## src/hdl/fee_pkg.sv

```systemverilog
// Shared constants, types and helper functions of the flash EEPROM emulation store.
package fee_pkg;

    localparam int SLOTS_PER_PAGE = 256;
    localparam int NUM_VARS       = 200;

    localparam int DW  = 64;                          // slot width
    localparam int SW  = $clog2(SLOTS_PER_PAGE);      // slot index in a page
    localparam int AW  = $clog2(2 * SLOTS_PER_PAGE);  // slot address in the memory
    localparam int WPW = $clog2(SLOTS_PER_PAGE + 1);  // append pointer, may hold the page size
    localparam int VW  = $clog2(NUM_VARS + 1);        // variable counter, may hold NUM_VARS

    typedef logic [1:0]  t_cmd;
    typedef logic [2:0]  t_st;
    typedef logic [1:0]  t_hdr;
    typedef logic [1:0]  t_pgsel;
    typedef logic [1:0]  t_smode;

    localparam t_cmd CMD_READ  = 2'd0;
    localparam t_cmd CMD_WRITE = 2'd1;
    localparam t_cmd CMD_INIT  = 2'd2;

    localparam t_st ST_OK     = 3'd0;
    localparam t_st ST_NODATA = 3'd1;
    localparam t_st ST_NOPAGE = 3'd2;
    localparam t_st ST_WERR   = 3'd3;
    localparam t_st ST_NOINIT = 3'd4;

    localparam logic [DW-1:0] HDR_ERASED  = 64'hFFFF_FFFF_FFFF_FFFF;
    localparam logic [DW-1:0] HDR_VALID   = 64'h0000_0000_0000_0000;
    localparam logic [DW-1:0] HDR_RECEIVE = 64'h0000_0000_AAAA_AAAA;

    // cached header state of a page
    localparam t_hdr HC_ERASED = 2'd0;
    localparam t_hdr HC_RECV   = 2'd1;
    localparam t_hdr HC_VALID  = 2'd2;

    localparam t_pgsel PG_0    = 2'd0;
    localparam t_pgsel PG_1    = 2'd1;
    localparam t_pgsel PG_NONE = 2'd2;

    // scan match modes
    localparam t_smode SM_ERASED = 2'd0;  // first erased slot
    localparam t_smode SM_ADDR   = 2'd1;  // programmed slot with matching address
    localparam t_smode SM_ANY    = 2'd2;  // first slot visited

    typedef struct packed {
        logic          start;
        logic          page;
        logic          down;
        t_smode        mode;
        logic [15:0]   key;
    } t_scan_req;

    typedef struct packed {
        logic          done;
        logic          hit;
        logic [SW-1:0] slot;
        logic [15:0]   addr;
        logic [15:0]   value;
    } t_scan_rsp;

    function automatic logic [AW-1:0] slot_addr(input logic pg, input logic [SW-1:0] idx);
        slot_addr = AW'(idx) + (pg ? AW'(SLOTS_PER_PAGE) : AW'(0));
    endfunction

    function automatic t_pgsel find_read(input t_hdr h0, input t_hdr h1);
        if (h0 == HC_VALID)      find_read = PG_0;
        else if (h1 == HC_VALID) find_read = PG_1;
        else                     find_read = PG_NONE;
    endfunction

    function automatic t_pgsel find_write(input t_hdr h0, input t_hdr h1);
        if (h1 == HC_VALID)      find_write = (h0 == HC_RECV) ? PG_0 : PG_1;
        else if (h0 == HC_VALID) find_write = (h1 == HC_RECV) ? PG_1 : PG_0;
        else                     find_write = PG_NONE;
    endfunction

    function automatic t_pgsel find_erased(input t_hdr h0, input t_hdr h1);
        if (h0 == HC_ERASED)      find_erased = PG_0;
        else if (h1 == HC_ERASED) find_erased = PG_1;
        else                      find_erased = PG_NONE;
    endfunction

endpackage

```

## src/hdl/fee_scan.sv

```systemverilog
// Shared slot scan unit: walks one page up or down, one slot a cycle, and compares.
module fee_scan import fee_pkg::*; (
    input  logic          i_clk,
    input  logic          i_rst_n,
    input  t_scan_req     i_req,
    input  logic [DW-1:0] i_rdata,
    output logic [AW-1:0] o_rd_addr,
    output t_scan_rsp     o_rsp
);
    logic          r_busy;
    logic          r_iss;
    logic          r_chk;
    logic [SW-1:0] r_idx;
    logic [SW-1:0] r_chk_idx;
    logic          r_page;
    logic          r_down;
    t_smode        r_mode;
    logic [15:0]   r_key;
    logic          r_done;
    logic          r_hit;
    logic [SW-1:0] r_slot;
    logic [15:0]   r_addr;
    logic [15:0]   r_val;

    logic          w_erased;
    logic          w_match;
    logic [SW-1:0] w_last;

    assign w_erased = (i_rdata == HDR_ERASED);
    assign w_last   = r_down ? SW'(1) : SW'(SLOTS_PER_PAGE - 1);

    always_comb begin
        case (r_mode)
            SM_ERASED: w_match = w_erased;
            SM_ADDR:   w_match = !w_erased && (i_rdata[47:32] == r_key);
            default:   w_match = 1'b1;
        endcase
    end

    always_ff @(posedge i_clk) begin
        if (!i_rst_n) begin
            r_busy <= 1'b0;
            r_iss  <= 1'b0;
            r_chk  <= 1'b0;
            r_done <= 1'b0;
        end else begin
            r_done <= 1'b0;
            if (i_req.start) begin
                r_busy <= 1'b1;
                r_iss  <= 1'b1;
                r_chk  <= 1'b0;
                r_idx  <= i_req.down ? SW'(SLOTS_PER_PAGE - 1) : SW'(1);
                r_page <= i_req.page;
                r_down <= i_req.down;
                r_mode <= i_req.mode;
                r_key  <= i_req.key;
            end else if (r_busy) begin
                if (r_chk && (w_match || r_chk_idx == w_last)) begin
                    r_busy <= 1'b0;
                    r_iss  <= 1'b0;
                    r_chk  <= 1'b0;
                    r_done <= 1'b1;
                    r_hit  <= w_match;
                    r_slot <= r_chk_idx;
                    r_addr <= i_rdata[47:32];
                    r_val  <= i_rdata[63:48];
                end else begin
                    // read data arrives in the cycle after its index is issued
                    r_chk     <= r_iss;
                    r_chk_idx <= r_idx;
                    if (r_iss) begin
                        if (r_idx == w_last) begin
                            r_iss <= 1'b0;
                        end else if (r_down) begin
                            r_idx <= r_idx - SW'(1);
                        end else begin
                            r_idx <= r_idx + SW'(1);
                        end
                    end
                end
            end
        end
    end

    assign o_rd_addr = slot_addr(r_page, r_idx);
    assign o_rsp     = {r_done, r_hit, r_slot, r_addr, r_val};
endmodule

```

## config.mk

```make
export PLATFORM = sky130hd
export DESIGN_NAME = fee_scan
export DESIGN_NICKNAME = d
export VERILOG_FILES = /design/src/hdl/fee_pkg.sv /design/src/hdl/fee_scan.sv
export SDC_FILE = /design/constraint.sdc
export NUM_CORES = 1
export LEC_CHECK = 0
export BUFFER_PORTS_ARGS = -buffer_cell sky130_fd_sc_hd__buf_2
export CAP_MARGIN = 20
export CORE_UTILIZATION = 40
export DETAILED_ROUTE_END_ITERATION = 10
export GPL_TIMING_DRIVEN = 0
export PLACE_DENSITY = 0.73
export SLEW_MARGIN = 20
export SYNTH_ARGS = -nofsm -noshare
export SYNTH_HDL_FRONTEND = slang
export SYNTH_SLANG_ARGS = --single-unit
```

## constraint.sdc

```tcl
create_clock -name i_clk -period 8.6 [get_ports i_clk]
set_input_delay 2.58 -clock i_clk [delete_from_list [all_inputs] [get_ports i_clk]]
set_output_delay 2.58 -clock i_clk [all_outputs]
set_load 0.02 [all_outputs]
```

==> results.py <==
metrics = {
    "sta": {
        "final_max_slew_viol_count": 0,
        "relSlewSlack_pct": 44.7,
        "period_minus_slack_ps": 4830,
        "worst_pin_slew_ps": 823,
        "postLayoutSetupSlackWorst_ps": 3770,
        "fin_skew_ps": 9.88,
        "tns_ps": 0,
        "setup_viol": 0,
        "grt_setup_unrepaired": "no",
        "hold_violations": 0,
        "period_share_pct": 56.2,
        "fmax_mhz": 207,
    },
    "clocking": {
        "ctsHoldBuffers": 0,
        "post_cts_resized": 0,
        "insertion_delay_ps": 340,
        "cts-buffers-inserted": 9,
        "htreeDepth": 3,
        "postCtsSetupRepairBufs": 0,
        "clkTransAtPathRegs_ps": 90,
        "cts_tree": "built",
        "ctsRootBufferMaster": "clkbuf_8",
        "cts_buffer_depth": 2,
        "cts_sinks": 81,
    },
    "power": {
        "power_w": 0.000823,
        "swShare_pct": 24.1,
        "p_leak_nw": 1.71,
        "clock_power_share_pct": 33.9,
        "vdd_drop_max_mv": 0.0781,
        "internal-power_w": 0.000624,
        "powerDensity_nw_per_um2": 191,
        "power_frac_seq_pct": 55.7,
        "p_sw_w": 0.000198,
        "power_frac_comb_pct": 10.5,
    },
    "floorplanning": {
        "coreArea_sq_um": 7810,
        "die_y_um": 92.3,
        "initial_core_util_pct": 41.8,
        "row_count": 32,
        "dieWidth_um": 92.3,
        "ios": 138,
        "die-area_sq_um": 8520,
    },
    "global_route": {
        "grt_pass1_vias": 2105,
        "grt_antenna_before_repair": 0,
        "grt_max_degree": 30,
        "grt-ovfl-total": 0,
        "grt_pass1_wl_mm": 10.4,
        "grtUsageTotal_pct": 16.5,
    },
    "placed_design": {
        "post-dp-hpwl_mm": 5.56,
        "place_congestion": 0.843,
        "place_area_sq_um": 4110,
        "place_ws_ps": 3330,
        "port_buffers": 137,
    },
    "critical_path": {
        "required_ps": 8580,
        "start_kind": "primary input",
        "path_class": "primary input to register",
        "crit_fanout": 8,
        "cp-end-kind": "register",
        "critPathArrivalTime_ps": 4810,
    },
    "synthesis": {
        "synth-simple-area-share_pct": 10.0,
        "yosys.area_share.adder_pct": 3.30,
        "syn_area_sq_um": 3260,
        "ys_seq_area_share_pct": 73.3,
        "synthArstFlopShare_pct": 0,
        "synth.distinct_cells": 34,
        "syn_area_per_cell_sq_um": 15.6,
        "synthFlopType": "edfxtp_1",
        "synth.net_count": 304,
        "synth_compound_area_share_pct": 5.41,
        "yosys_warnings": 0,
        "synth_edf_count": 77,
        "muxShareOfSynthArea_pct": 0.614,
        "synth_top_family_by_area": "simple AND/OR/NAND/NOR gates",
        "syn-instance-count": 209,
        "synth_xor_area_share_pct": 5.37,
        "ys_ff_latch": 81,
    },
    "drt": {
        "finalWirelength_mm": 7.07,
        "wl_per_cell_um": 15.2,
        "initialDrtViolationCount": 115,
        "drt.antenna.violating_nets": 0,
        "dr.pass1.iters": 4,
        "vias_per_cell": 5.01,
        "routed-via-count": 2328,
        "drc": 0,
    },
    "layout": {
        "final_common_cell": "buf_2",
        "fin_area_sq_um": 4310,
        "antenna_cells": 0,
        "drive_gt1_share_pct": 45.2,
        "layout.nets": 453,
        "fin_util_pct": 55.2,
        "area_delta_synth_final_pct": 32.1,
        "final_cell_mix": "buf_2, edfxtp_1, nand4_1",
    },
    "status": {
        "status": "finished clean",
    },
    "run": {
        "drv_cap": 0,
    },
    "hold_path": {
        "hold_class": "register to register",
    },
}
-- synthesized netlist by cell type, types with 4 or more instances --
master    count  area (sq um)
a21oi_1       4          20.0
dfxtp_1       4          80.1
edfxtp_1     77          2310
ha_1          7          87.6
inv_1        10          37.5
nand2_1       7          26.3
nand4_1      22           138
nor2_1        8          30.0
nor4_1        6          37.5
o21ai_0       9          45.0
xnor2_1      14           123
xor2_1        6          52.6
-- power by group through the flow --
| stage | Sequential [W] | Clock, W | Combinational, W |
|---|---|---|---|
| after CTS | 0.000458 | 0.000284 | 0.0000864 |
| after floorplan | 0.000469 | 0 | 0.0000427 |
| after global routing | 0.000460 | 0.000298 | 0.0000959 |
| after detailed placement | 0.000467 | 0 | 0.0000858 |
| final | 0.000458 | 0.000279 | 0.0000861 |
| after global placement | 0.000466 | 0 | 0.0000830 |
-- through the flow --
stage | cells | hold WS (ps)
floorplan | 209 | 427
global placement | 448 | 441
detailed placement | 449 | 457
CTS | 465 | 479
global route | 465 | 503
finish | 465 | 488
-- worst max-delay path, cell delays in order --
cell and delay (ps):
buf_2 130, nand4_1 110, nor4_1 380, nand4_1 300, o41ai_1 490, a31oi_2 160
o31ai_2 660
-- cell type report --
type | instances | area [sq um]
tap | 102 | 128
inverter | 10 | 37.5
fill | 686 | 3500
buffer | 4 | 26.3
sequential | 81 | 2390
clock inverter | 7 | 78.8
multi-input combinational | 114 | 818
timing repair buffer | 138 | 706
clock buffer | 9 | 124
-- cells by family (layout without fill, tap and decap cells) --
group | count (synthesis) | after routing
flops | 81 | 81
simple gates | 57 | 57
compound gates | 27 | 27
xor+xnor | 20 | 20
buf+inv | 14 | 168
fa+ha+maj | 8 | 8
mux | 2 | 2
-- path summary, 6_finish.rpt --
check	to	startpoint	cells after the start	slack, ps
max reg2reg	r_addr[1]	r_chk_idx[4]	7	5760
min reg2reg	r_slot[0]	r_chk_idx[0]	0	490
min	r_slot[0]	r_chk_idx[0]	0	490
max	r_idx[0]	i_rdata[46]	7	3770
-- per-layer routing --
metal | track usage (%) | routed length [um] | vias up
met4 | 7.55 | 76 | 0
li1 | - | - | 1117
met2 | 27.1 | 3590 | 105
met3 | 3.45 | 497 | 7
met1 | 20.8 | 2900 | 1099
met5 | 0 | 0 | -
-- sequential cells by signal, indices dropped and copies added, names as in the netlist, 2 cells and up --
register / cells
r_mode: 2
r_addr: 16
r_val: 16
r_key: 16
r_chk_idx: 8
r_slot: 8
r_idx: 8
(Power assumes the default switching activity.)
